### src/rtl/nnup_pkg.sv
// ----------------------------------------------------------------------------
// nnup_pkg
// Shared types and constants for the nearest-neighbor tensor upscaler.
// ----------------------------------------------------------------------------
package nnup_pkg;

  // Field widths of the configuration registers
  localparam int ROW_CNT_W   = 11;
  localparam int COL_CNT_W   = 9;
  localparam int CHAN_CNT_W  = 6;
  localparam int SCALE_CNT_W = 5;
  localparam int CFG_DATA_W  = 11;
  localparam int CFG_IDX_W   = 2;

  // Width used for counter-versus-limit compares (all counters stay below 1024)
  localparam int CMP_W = 12;

  // Element width
  localparam int DATA_W = 8;

  // Item kind on the input side
  typedef enum logic {
    ACT_PUSH = 1'b0,
    ACT_PULL = 1'b1
  } action_t;

  // Result status
  typedef enum logic [1:0] {
    ST_PUSH_TAKEN = 2'd0,
    ST_PUSH_BUSY  = 2'd1,
    ST_GIVEN      = 2'd2,
    ST_EMPTY      = 2'd3
  } status_t;

  // Configuration register indexes
  typedef enum logic [CFG_IDX_W-1:0] {
    CFG_ROW_COUNT     = 2'd0,
    CFG_COLUMN_COUNT  = 2'd1,
    CFG_CHANNEL_COUNT = 2'd2,
    CFG_SCALE_FACTOR  = 2'd3
  } cfg_idx_t;

  // Decision for one item, from the sequencer to the datapath
  typedef struct packed {
    status_t status;
    logic    row_end;
    logic    frame_end;
    logic    store_wr;
    logic    store_rd;
  } step_t;

endpackage

### src/rtl/nnup_ctrl.sv
// ----------------------------------------------------------------------------
// nnup_ctrl
// Load and emit sequencer: decides each item's status and flags, advances
// the load and replication counters and drives the line store address.
// ----------------------------------------------------------------------------
module nnup_ctrl #(
  parameter int MAX_COLUMNS  = 256,
  parameter int MAX_CHANNELS = 32,
  parameter int MAX_SCALE    = 16,
  parameter int MAX_ROWS     = 1024,
  parameter int ADDR_W       = 13
) (
  input  logic                              clk,
  input  logic                              rst_n,
  input  logic                              step_en,
  input  nnup_pkg::action_t                 action,
  input  logic [nnup_pkg::ROW_CNT_W-1:0]    row_count,
  input  logic [nnup_pkg::COL_CNT_W-1:0]    column_count,
  input  logic [nnup_pkg::CHAN_CNT_W-1:0]   channel_count,
  input  logic [nnup_pkg::SCALE_CNT_W-1:0]  scale_factor,
  output nnup_pkg::step_t                   step,
  output logic [ADDR_W-1:0]                 store_addr
);

  // Effective limits: the parameter, capped at 1024 rows, 256 columns, 32 channels, 16 scale
  localparam int ROW_LIM = (MAX_ROWS < 1024) ? MAX_ROWS : 1024;
  localparam int COL_LIM = (MAX_COLUMNS < 256) ? MAX_COLUMNS : 256;
  localparam int CH_LIM  = (MAX_CHANNELS < 32) ? MAX_CHANNELS : 32;
  localparam int SC_LIM  = (MAX_SCALE < 16) ? MAX_SCALE : 16;

  localparam int ROW_W = (ROW_LIM > 1) ? $clog2(ROW_LIM) : 1;
  localparam int COL_W = (COL_LIM > 1) ? $clog2(COL_LIM) : 1;
  localparam int CH_W  = (CH_LIM > 1) ? $clog2(CH_LIM) : 1;
  localparam int SC_W  = (SC_LIM > 1) ? $clog2(SC_LIM) : 1;

  localparam int CW = nnup_pkg::CMP_W;

  localparam logic [nnup_pkg::ROW_CNT_W-1:0]   ROW_LIM_V = nnup_pkg::ROW_CNT_W'(ROW_LIM);
  localparam logic [nnup_pkg::COL_CNT_W-1:0]   COL_LIM_V = nnup_pkg::COL_CNT_W'(COL_LIM);
  localparam logic [nnup_pkg::CHAN_CNT_W-1:0]  CH_LIM_V  = nnup_pkg::CHAN_CNT_W'(CH_LIM);
  localparam logic [nnup_pkg::SCALE_CNT_W-1:0] SC_LIM_V  = nnup_pkg::SCALE_CNT_W'(SC_LIM);

  logic [nnup_pkg::ROW_CNT_W-1:0]   rows_b;
  logic [nnup_pkg::COL_CNT_W-1:0]   cols_b;
  logic [nnup_pkg::CHAN_CNT_W-1:0]  chans_b;
  logic [nnup_pkg::SCALE_CNT_W-1:0] scale_b;

  logic             emitting_r, emitting_nxt;
  logic [COL_W-1:0] load_col_r, load_col_nxt;
  logic [CH_W-1:0]  load_ch_r, load_ch_nxt;
  logic [SC_W-1:0]  down_rep_r, down_rep_nxt;
  logic [COL_W-1:0] emit_col_r, emit_col_nxt;
  logic [SC_W-1:0]  across_rep_r, across_rep_nxt;
  logic [CH_W-1:0]  emit_ch_r, emit_ch_nxt;
  logic [ROW_W-1:0] src_row_r, src_row_nxt;

  logic ld_ch_last, ld_col_last;
  logic ch_last, ac_last, col_last, dn_last, row_last, rend;

  logic [ADDR_W-1:0] load_addr, emit_addr;

  // Clamp register values into 1..limit
  always_comb begin
    if (row_count == '0) rows_b = nnup_pkg::ROW_CNT_W'(1);
    else if (row_count > ROW_LIM_V) rows_b = ROW_LIM_V;
    else rows_b = row_count;

    if (column_count == '0) cols_b = nnup_pkg::COL_CNT_W'(1);
    else if (column_count > COL_LIM_V) cols_b = COL_LIM_V;
    else cols_b = column_count;

    if (channel_count == '0) chans_b = nnup_pkg::CHAN_CNT_W'(1);
    else if (channel_count > CH_LIM_V) chans_b = CH_LIM_V;
    else chans_b = channel_count;

    if (scale_factor == '0) scale_b = nnup_pkg::SCALE_CNT_W'(1);
    else if (scale_factor > SC_LIM_V) scale_b = SC_LIM_V;
    else scale_b = scale_factor;
  end

  // Last-value flags for every counter
  assign ld_ch_last  = (CW'(load_ch_r) + CW'(1)) >= CW'(chans_b);
  assign ld_col_last = (CW'(load_col_r) + CW'(1)) >= CW'(cols_b);
  assign ch_last     = (CW'(emit_ch_r) + CW'(1)) >= CW'(chans_b);
  assign ac_last     = (CW'(across_rep_r) + CW'(1)) >= CW'(scale_b);
  assign col_last    = (CW'(emit_col_r) + CW'(1)) >= CW'(cols_b);
  assign dn_last     = (CW'(down_rep_r) + CW'(1)) >= CW'(scale_b);
  assign row_last    = (CW'(src_row_r) + CW'(1)) >= CW'(rows_b);
  assign rend        = ch_last && ac_last && col_last;

  // Store address: column-major slots of MAX_CHANNELS elements
  assign load_addr  = ADDR_W'(load_col_r) * ADDR_W'(MAX_CHANNELS) + ADDR_W'(load_ch_r);
  assign emit_addr  = ADDR_W'(emit_col_r) * ADDR_W'(MAX_CHANNELS) + ADDR_W'(emit_ch_r);
  assign store_addr = emitting_r ? emit_addr : load_addr;

  // Decide the item and advance the counters
  always_comb begin
    emitting_nxt   = emitting_r;
    load_col_nxt   = load_col_r;
    load_ch_nxt    = load_ch_r;
    down_rep_nxt   = down_rep_r;
    emit_col_nxt   = emit_col_r;
    across_rep_nxt = across_rep_r;
    emit_ch_nxt    = emit_ch_r;
    src_row_nxt    = src_row_r;
    step           = '0;
    step.status    = nnup_pkg::ST_EMPTY;

    if (step_en) begin
      if (action == nnup_pkg::ACT_PUSH) begin
        if (emitting_r) begin
          step.status = nnup_pkg::ST_PUSH_BUSY;
        end else begin
          step.status   = nnup_pkg::ST_PUSH_TAKEN;
          step.store_wr = 1'b1;
          if (ld_ch_last) begin
            load_ch_nxt = '0;
            if (ld_col_last) begin
              load_col_nxt   = '0;
              emitting_nxt   = 1'b1;
              down_rep_nxt   = '0;
              emit_col_nxt   = '0;
              across_rep_nxt = '0;
              emit_ch_nxt    = '0;
            end else begin
              load_col_nxt = load_col_r + COL_W'(1);
            end
          end else begin
            load_ch_nxt = load_ch_r + CH_W'(1);
          end
        end
      end else if (emitting_r) begin
        step.status    = nnup_pkg::ST_GIVEN;
        step.store_rd  = 1'b1;
        step.row_end   = rend;
        step.frame_end = rend && dn_last && row_last;
        // Channel fastest, then across repeat, column, down repeat
        if (!ch_last) begin
          emit_ch_nxt = emit_ch_r + CH_W'(1);
        end else begin
          emit_ch_nxt = '0;
          if (!ac_last) begin
            across_rep_nxt = across_rep_r + SC_W'(1);
          end else begin
            across_rep_nxt = '0;
            if (!col_last) begin
              emit_col_nxt = emit_col_r + COL_W'(1);
            end else begin
              emit_col_nxt = '0;
              if (!dn_last) begin
                down_rep_nxt = down_rep_r + SC_W'(1);
              end else begin
                down_rep_nxt = '0;
                emitting_nxt = 1'b0;
                src_row_nxt  = row_last ? '0 : src_row_r + ROW_W'(1);
              end
            end
          end
        end
      end
    end
  end

  // Hold counter state
  always_ff @(posedge clk) begin
    if (!rst_n) begin
      emitting_r   <= 1'b0;
      load_col_r   <= '0;
      load_ch_r    <= '0;
      down_rep_r   <= '0;
      emit_col_r   <= '0;
      across_rep_r <= '0;
      emit_ch_r    <= '0;
      src_row_r    <= '0;
    end else begin
      emitting_r   <= emitting_nxt;
      load_col_r   <= load_col_nxt;
      load_ch_r    <= load_ch_nxt;
      down_rep_r   <= down_rep_nxt;
      emit_col_r   <= emit_col_nxt;
      across_rep_r <= across_rep_nxt;
      emit_ch_r    <= emit_ch_nxt;
      src_row_r    <= src_row_nxt;
    end
  end

endmodule

### config.mk
export PLATFORM = sky130hd
export DESIGN_NAME = nnup_ctrl
export DESIGN_NICKNAME = d
export VERILOG_FILES = /design/src/rtl/nnup_pkg.sv /design/src/rtl/nnup_ctrl.sv
export SDC_FILE = /design/constraint.sdc
export NUM_CORES = 1
export LEC_CHECK = 0
export BUFFER_PORTS_ARGS = -buffer_cell sky130_fd_sc_hd__buf_2
export CAP_MARGIN = 20
export CORE_MARGIN = 2
export CORE_UTILIZATION = 45
export DETAILED_ROUTE_END_ITERATION = 6
export PLACE_DENSITY = 0.65
export SYNTH_ARGS = -nofsm -noshare
export SYNTH_HDL_FRONTEND = slang
export SYNTH_SLANG_ARGS = --single-unit
### constraint.sdc
create_clock -name clk -period 3.4 [get_ports clk]
set_clock_uncertainty 0.05 [all_clocks]
set_input_delay 0.51 -clock clk [delete_from_list [all_inputs] [get_ports clk]]
set_output_delay 0.51 -clock clk [all_outputs]
set_load 0.01 [all_outputs]
Yosys cells after proc, flatten, opt, wreduce, memory -nomap -nowiden

Index checks and enable logic that the tools add are counted.

RAM bits: 0
Bits in read-only memories: 0
Register bits: 45
Logic and storage cells: 116
Memories: 0
Latch bits: 0
Input bits: 35
Output and inout bits: 19

Shifts and indexed selects: 0
$mul: 0
Equality and inequality tests: 5
Muxes and demuxes: 57
Div/mod/pow operators: 0
Magnitude comparators: 11
Add/subtract/negate cells: 16
Reductions and logical operators: 17
Bitwise gates (word level): 2

Operator list:

| operator                                              | count |
|---|---|
| 2-to-1 mux 8 bit                                      | 9 |
| 2-to-1 mux 4 bit                                      | 13 |
| 2-to-1 mux 5 bit                                      | 9 |
| adder 13 x 5 -> 13 bit                                | 2 |
| 2-to-1 mux 11 bit                                     | 2 |
| adder 8 x 1 -> 9 bit, second input constant           | 2 |
| >= comparator 9 bit                                   | 2 |
| 2-to-1 mux 6 bit                                      | 3 |
| 2-to-1 mux 9 bit                                      | 2 |
| adder 8 x 1 -> 8 bit, second input constant           | 2 |
| 2-to-1 mux 1 bit                                      | 14 |
| AND reduction 7 bit                                   | 2 |
| 2-to-1 mux 13 bit                                     | 1 |
| adder 5 x 1 -> 6 bit, second input constant           | 2 |
| >= comparator 6 bit                                   | 2 |
| adder 10 x 1 -> 11 bit, second input constant         | 1 |
| >= comparator 11 bit                                  | 1 |
| greater-than comparator 11 bit, second input constant | 1 |
| zero test 11 bit                                      | 1 |
| adder 10 x 1 -> 10 bit, second input constant         | 1 |
| adder 4 x 1 -> 5 bit, second input constant           | 2 |
| adder 5 x 1 -> 5 bit, second input constant           | 2 |
| >= comparator 5 bit                                   | 2 |
| 2-to-1 mux 10 bit                                     | 1 |
| other kinds (19)                                      | 29 |

Logic depth before layout (Yosys ltp)

Gate-level depths: netlist (run 1).

Depth after elaboration: 11
Gate-level depth with buffers: 13

Worst setup path after synthesis (run 1)

Ideal clock, no wire load.

Path kind: reg-to-output
Start point: reg emit_col_r[2]
End point: out step[2] in the netlist's numbering
Path buffers: 1
Cell stages (with the launch flop): 11
Arrival time: 2.589 ns
Setup slack: 0.251 ns
Cells stage by stage: dfxtp_1 > nand3_1 > or2_2 > nor2_1 > xor2_1 > ha_1 > nand2_1 > or3_1 > buf_6 > a211o_1 > nor3_1

RTL lines:

| element                | line             | RTL |
|---|---|---|
| start, declared        | nnup_ctrl.sv:52  | `logic [COL_W-1:0] emit_col_r, emit_col_nxt;` |
| start signal, assigned | nnup_ctrl.sv:180 | `emit_col_r <= emit_col_nxt;` |
| end, declared          | nnup_ctrl.sv:21  | `output nnup_pkg::step_t step,` |

==> results of run 1 <==
worst reg2reg max path: stages (launching register included):
cell and delay, ps:
dfxtp_4 400, ha_4 160, nand3_4 70, inv_2 70, nand3_4 90, xnor2_2 170
ha_1 320, nand2_1 80, or3_4 430, a211o_4 380, buf_4 150, buf_4 130
or4_1 500, a21oi_1 180
through the flow:
step / setup slack (ps) / util, % / TNS (ps) / hold WS [ps]
after floorplan: 251 / - / 0 / 405
after global placement: -79.8 / 52.3 / -104 / 420
after detailed placement: -119 / 52.3 / -161 / 436
after CTS: 0.650 / 54.8 / 0 / 449
after global routing: -38.8 / 57.1 / -65.7 / 485
final: 49.1 / 57.1 / 0 / 451
cell families after synthesis:
group,after synthesis
simple gates,180
compound gates,128
fa+ha+maj,62
flops,45
xor+xnor,34
buf+inv,26
mux,17
flip-flops by register name (all words and copies together), names as in the netlist:
signal / cells
load_ch_r: 5
emitting_r: 1
emit_ch_r: 5
load_col_r: 8
down_rep_r: 4
across_rep_r: 4
emit_col_r: 8
src_row_r: 10
cells in the mapped netlist (all sizes together) (13+ instances only):
master | n | share of area, %
ha | 62 | 19
nand2 | 53 | 4.9
dfxtp | 45 | 22
a21oi | 35 | 4.3
nor2 | 33 | 3.1
o21ai | 29 | 3.6
xnor2 | 20 | 4.3
nand3 | 18 | 2.2
nand4 | 17 | 2.6
xor2 | 14 | 3.0
a32o | 13 | 3.2
and3 | 13 | 2.0
mux2 | 13 | 3.6
timing repair:
item                                    CTS  global route
gates resized for setup                  29            30
pin swaps                                 3            15
gates cloned                              0             0
setup buffers                             1             8
endpoints found under the setup margin    3             2
worst max path at each step:
stage	cells past startpoint	startpoint	endpoint
final	12	emit_col_r[1]$_SDFFE_PN0P_	step[3]
after global routing	12	emit_col_r[1]$_SDFFE_PN0P_	step[3]
after CTS	11	emit_col_r[0]$_SDFFE_PN0P_	step[2]
after detailed placement	12	src_row_r[0]$_SDFFE_PN0P_	src_row_r[0]$_SDFFE_PN0P_
after global placement	12	src_row_r[0]$_SDFFE_PN0P_	src_row_r[0]$_SDFFE_PN0P_
after floorplan	10	emit_col_r[2]$_SDFFE_PN0P_	step[2]
cells in the final DEF, fill, tap and decap left out, drive strengths merged, types with 13 or more instances in the layout:
cell type  netlist  routed
mux2            13      13
and3            13      13
xor2            14      14
xnor2           20      20
nand2           53      53
o21ai           29      29
nand4           17      17
buf              4      86
a32o            13      13
nand3           18      18
ha              62      62
a21oi           35      35
dfxtp           45      45
nor2            33      33
final cells by class:
type	count	area share, %
Multi-Input combinational cell	421	65.5
Sequential cell	45	18.5
Timing Repair Buffer	86	10.4
Tap cell	108	2.71
Clock buffer	6	1.66
Inverter	12	0.904
Clock inverter	2	0.276
per-layer routing:
| metal | up-vias | track usage (%) |
|---|---|---|
| met1 | 1823 | 29.4 |
| met2 | 106 | 36.8 |
| met3 | 9 | 2.77 |
| met5 | - | 0 |
| met4 | 0 | 4.32 |
| li1 | 1999 | - |
power breakdown:
group	internal, mW	switching, mW
sequential	0.528	0.00682
clock	0.165	0.194
combinational	0.0874	0.134
==> results.sh, run 1 <==
export IMPL_status="complete, no violations"
export IMPL_die_x_um=98.8
export IMPL_routed_wl_mm=10.9
export IMPL_clk_pin_slew_ps=90
export IMPL_postCtsHoldBufs=0
export IMPL_r2r_end="src_row_r[0]$_SDFFE_PN0P_"
export IMPL_placementRows=34
export IMPL_antenna_found_initial=0
export IMPL_cts_tree="yes"
export IMPL_multi_input_area_um2=3260
export IMPL_cap_violations=0
export IMPL_path_delay_family="simple AND/OR/NAND/NOR gates"
export IMPL_synth_top_family_by_area="simple AND/OR/NAND/NOR gates"
export IMPL_fill_cells=803
export IMPL_drive_gt1_share_pct=26.2
export IMPL_port_buffers=53
export IMPL_async_flop_share_pct=0
export IMPL_hold_violations=0
export IMPL_synth_compound_area_share_pct=21.4
export IMPL_dp_hpwl_mm=8.16
export IMPL_crit_required_ps=2840
export IMPL_start_util_pct=46.3
export IMPL_synthToLayoutAreaGrowth_pct=23.3
export IMPL_vias_per_cell=5.79
export IMPL_drc=0
export IMPL_wl_met3_um=475
export IMPL_cpMaxStageDelayCell="or3_4"
export IMPL_clockRootBuffer="clkbuf_8"
export IMPL_num_io_pins=54
export IMPL_min_path_type="flip-flop to flip-flop"
export IMPL_synth_area_mux_share_pct=4.61
export IMPL_worst_pin_slew_ps=885
export IMPL_grt_pass1_wl_mm=17.6
export IMPL_endpoint_kind="output pin"
export IMPL_grt_pass1_vias=3760
export IMPL_yosysUniqueCellTypes=51
export IMPL_path_common_cell="nand3_4"
export IMPL_cts_num_sinks=45
export IMPL_syn_area_um2=4040
export IMPL_crit_chain="ha_4 -> nand3_4 -> inv_2 -> nand3_4 -> xnor2_2 -> ha_1 -> nand2_1 -> or3_4 -> a211oi_4 -> and3_4 -> and2_4 -> buf_6"
export IMPL_crit_arrival_ps=2790
export IMPL_grt_setup_unrepaired="true"
export IMPL_topRoutingLayerUsed="met4"
export IMPL_drt_iter0_drc=244
export IMPL_worstHoldEndpoint="across_rep_r[3]$_SDFFE_PN0P_"
export IMPL_fin_nets=668
export IMPL_wl_per_cell_um=16.0
export IMPL_clk_latency_ps=300
export IMPL_power_density_nw_per_um2=224
export IMPL_reg2reg_slack_ps=150
export IMPL_ys_seq_area_share_pct=22.3
export IMPL_worstSetupPathType="flip-flop to output pin"
export IMPL_syn_area_per_cell_um2=8.21
export IMPL_core_area_um2=8720
export IMPL_p_leak_nw=2.29
export IMPL_dr_pass1_iters=5
export IMPL_synth_simple_area_share_pct=22.5
export IMPL_slowest_delay_ps=430
export IMPL_crit_path_max_fanout=4
export IMPL_drv_slew=0
export IMPL_ff2ff_path_depth=13
export IMPL_max_freq_mhz=298
export IMPL_synth_seq_cells=45
export IMPL_synth_fa_ha_area_share_pct=19.2
export IMPL_gp_congestion=0.861
export IMPL_start_kind="flip-flop"
export IMPL_ir_drop_uv=138
export IMPL_fin_total_pwr_mw=1.11
export IMPL_finalCritPeriodShare_pct=98.6
export IMPL_htree_levels=2
export IMPL_syn_nets=589
export IMPL_grt_usage_pct=21.6
export IMPL_cts_buffer_depth=2
export IMPL_placed_cell_area_um2=4560
export IMPL_vias=3937
export IMPL_layout_min_cycle_time_ps=3350
export IMPL_wl_met1_mm=5.20
export IMPL_design_area_um2=4980
export IMPL_antenna_cells=0
export IMPL_netlist_instances=492
export IMPL_die_area_um2=9750
export IMPL_fin_cells=680
export IMPL_numCtsBuffers=5
export IMPL_ys_warnings_count=0
export IMPL_synth_edff_count=0
export IMPL_relSlewSlack_pct=40.9
export IMPL_place_inst=663
export IMPL_min_from="across_rep_r[3]$_SDFFE_PN0P_"
export IMPL_overflow=0
export IMPL_synth_xor_area_share_pct=7.37
export IMPL_r2r_start="emit_col_r[1]$_SDFFE_PN0P_"
export IMPL_grt_max_degree=25
export IMPL_path_buf_inv=2
export IMPL_synthFlopType="dfxtp_1"
export IMPL_ant_nets=0
export IMPL_hold_depth=2
export IMPL_wl_met2_mm=5.10
export IMPL_dieHeight_um=98.8
export IMPL_register_area_um2=922
export IMPL_setup_viol=0
Note: power is estimated with default switching activity, not from simulation.
==> run 2: changes to the inputs <==
--- a/config.mk
+++ b/config.mk
@@ -10,7 +10,7 @@
 export CORE_MARGIN = 2
 export CORE_UTILIZATION = 45
 export DETAILED_ROUTE_END_ITERATION = 6
-export PLACE_DENSITY = 0.65
+export PLACE_DENSITY = 0.68
 export SYNTH_ARGS = -nofsm -noshare
 export SYNTH_HDL_FRONTEND = slang
 export SYNTH_SLANG_ARGS = --single-unit
==> run 2 against run 1 <==
Against the previous run: non-clock buffer count down 1; critical path depth did not move; global-route usage grew 0.29 points; clock-buffer cell count is 1 higher; hold slack worse by 6.9 ps; critical path type unchanged; largest cell class unchanged; largest power group unchanged; total power rose by 1.3%; maximum frequency grew 0.19%.
==> results.sh, run 2 (synthesis gave the netlist of run 1 again) <==
export IMPL_clk_pin_slew_ps=90
export IMPL_drc=0
export IMPL_ff2ff_path_depth=12
export IMPL_mostFrequentLayoutCells="56 x ha_1, 53 x nand2_1, 52 x buf_2, 38 x dfxtp_1, 34 x a21oi_1"
export IMPL_grt_max_degree=25
export IMPL_p_leak_nw=2.29
export IMPL_synthToLayoutAreaGrowth_pct=22.4
export IMPL_setup_tns_ps=0
export IMPL_core_area_um2=8720
export IMPL_clk_latency_ps=300
export IMPL_drv_slew=0
export IMPL_die_area_um2=9750
export IMPL_clockRootBuffer="clkbuf_8"
export IMPL_drt_iter0_drc=182
export IMPL_start_kind="flip-flop"
export IMPL_wl_per_cell_um=16.2
export IMPL_largest_reg_flops=10
export IMPL_min_path_type="flip-flop to flip-flop"
export IMPL_endpoint_kind="output pin"
export IMPL_crit_path_max_fanout=4
export IMPL_regMostFlops="src_row_r"
export IMPL_overflow=0
export IMPL_crit_start="emit_col_r[1]$_SDFFE_PN0P_"
export IMPL_antenna_cells=0
export IMPL_max_freq_mhz=299
export IMPL_ir_drop_uv=200
export IMPL_numCtsBuffers=5
export IMPL_grt_pass1_vias=3862
export IMPL_dieHeight_um=98.8
export IMPL_port_buffers=53
export IMPL_cts_tree="yes"
export IMPL_vias_per_cell=5.87
export IMPL_die_x_um=98.8
export IMPL_relSlewSlack_pct=61.1
export IMPL_crit_required_ps=2840
export IMPL_status="complete, no violations"
export IMPL_hold_depth=2
export IMPL_setup_viol=0
export IMPL_start_util_pct=46.3
export IMPL_grt_pass1_wl_mm=17.9
export IMPL_worst_pin_slew_ps=580
export IMPL_cts_num_sinks=45
export IMPL_crit_arrival_ps=2780
export IMPL_finalCritPeriodShare_pct=98.4
export IMPL_grt_usage_pct=21.9
export IMPL_power_density_nw_per_um2=228
export IMPL_placementRows=34
export IMPL_cap_violations=0
export IMPL_num_io_pins=54
export IMPL_htree_levels=2
export IMPL_min_from="down_rep_r[3]$_SDFFE_PN0P_"
export IMPL_gp_congestion=0.878
export IMPL_drive_gt1_share_pct=26.1
export IMPL_layout_min_cycle_time_ps=3340
export IMPL_grt_use_met3_pct=2.62
export IMPL_worstSetupPathType="flip-flop to output pin"
export IMPL_use_met1_pct=29.6
export IMPL_antenna_found_initial=0
export IMPL_vias=3986
export IMPL_r2r_start="emit_col_r[1]$_SDFFE_PN0P_"
export IMPL_dp_hpwl_mm=8.32
export IMPL_fin_nets=667
export IMPL_fin_hold_ws_ps=445
export IMPL_routed_wl_mm=11.0
export IMPL_ant_nets=0
export IMPL_busiest_layer="met2"
export IMPL_cts_buffer_depth=2
export IMPL_dr_pass1_iters=5
export IMPL_use_met2_pct=36.8
export IMPL_layout_commonest_cell="ha_1"
export IMPL_hold_violations=0
export IMPL_reg_top3="src_row_r (10), emit_col_r (8), load_col_r (8)"
[run 2: cell types whose count changed in the layout (fill, tap and decap cells not counted), moves of 3 or more]
| cell | previous run | this run |
|---|---|---|
| nand3_2 | 2 | 5 |
| nand3_4 | 3 | 0 |
| o21ai_0 | 24 | 27 |
| o21ai_1 | 5 | 2 |
[run 2: path summary, 6_finish.rpt]
| kind | endpoint | slack [ps] |
|---|---|---|
| worst min register to register | down_rep_r[3]$_SDFFE_PN0P_ | 440 |
| worst min-delay path | down_rep_r[3]$_SDFFE_PN0P_ | 440 |
| worst max register to register | src_row_r[0]$_SDFFE_PN0P_ | 330 |
| worst max-delay path | step[3] | 60 |
[run 2: area by class of cell]
type	instances	area, um^2
timing repair buffer	85	508
fill	835	3780
tap	108	135
multi-input combinational	421	3240
inverter	12	45.0
sequential	45	920
clock inverter	1	5.00
clock buffer	7	96.3
[run 2: per-stage QoR]
| step | utilization, % | power, mW | cell area, um^2 | cells | setup WS (ps) |
|---|---|---|---|---|---|
| global route | 56.7 | 1.19 | 4940 | 679 | -52.6 |
| finish | 56.7 | 1.13 | 4940 | 679 | 55.6 |
| global placement | 52.3 | 0.752 | 4560 | 663 | 124 |
| floorplan | - | 0.678 | 4040 | 492 | 251 |
| detailed placement | 52.3 | 0.757 | 4560 | 663 | 85.8 |
| CTS | 54.6 | 1.13 | 4760 | 674 | 2.05 |
[run 2: critical path, cell delays in order (launching register included)]
cell and delay [ps]:
dfxtp_4 390, ha_4 160, nand3_2 90, inv_2 60
nand3_2 110, xnor2_2 170, ha_1 300, nand2_1 70
or3_4 420, a211oi_2 240, and3_1 210, and2_4 150
buf_4 120
[run 2: repair_timing]
item | in CTS | in global routing
pin swaps | 2 | 13
gates cloned | 0 | 0
hold buffers | 0 | 0
setup buffers | 3 | 5
setup endpoints to repair | 2 | 2
gates resized for setup | 21 | 30
[run 2: power by group]
group | internal, mW | total (mW) | switching (mW)
clock network | 0.184 | 0.376 | 0.191
registers | 0.529 | 0.535 | 0.00666
logic | 0.0869 | 0.218 | 0.131
[run 2: routing by layer]
layer  wire, um  part of all wire (%)
met5          0                     0
met4        119                   1.1
met3        426                   3.9
met2       5250                    48
met1       5180                    47
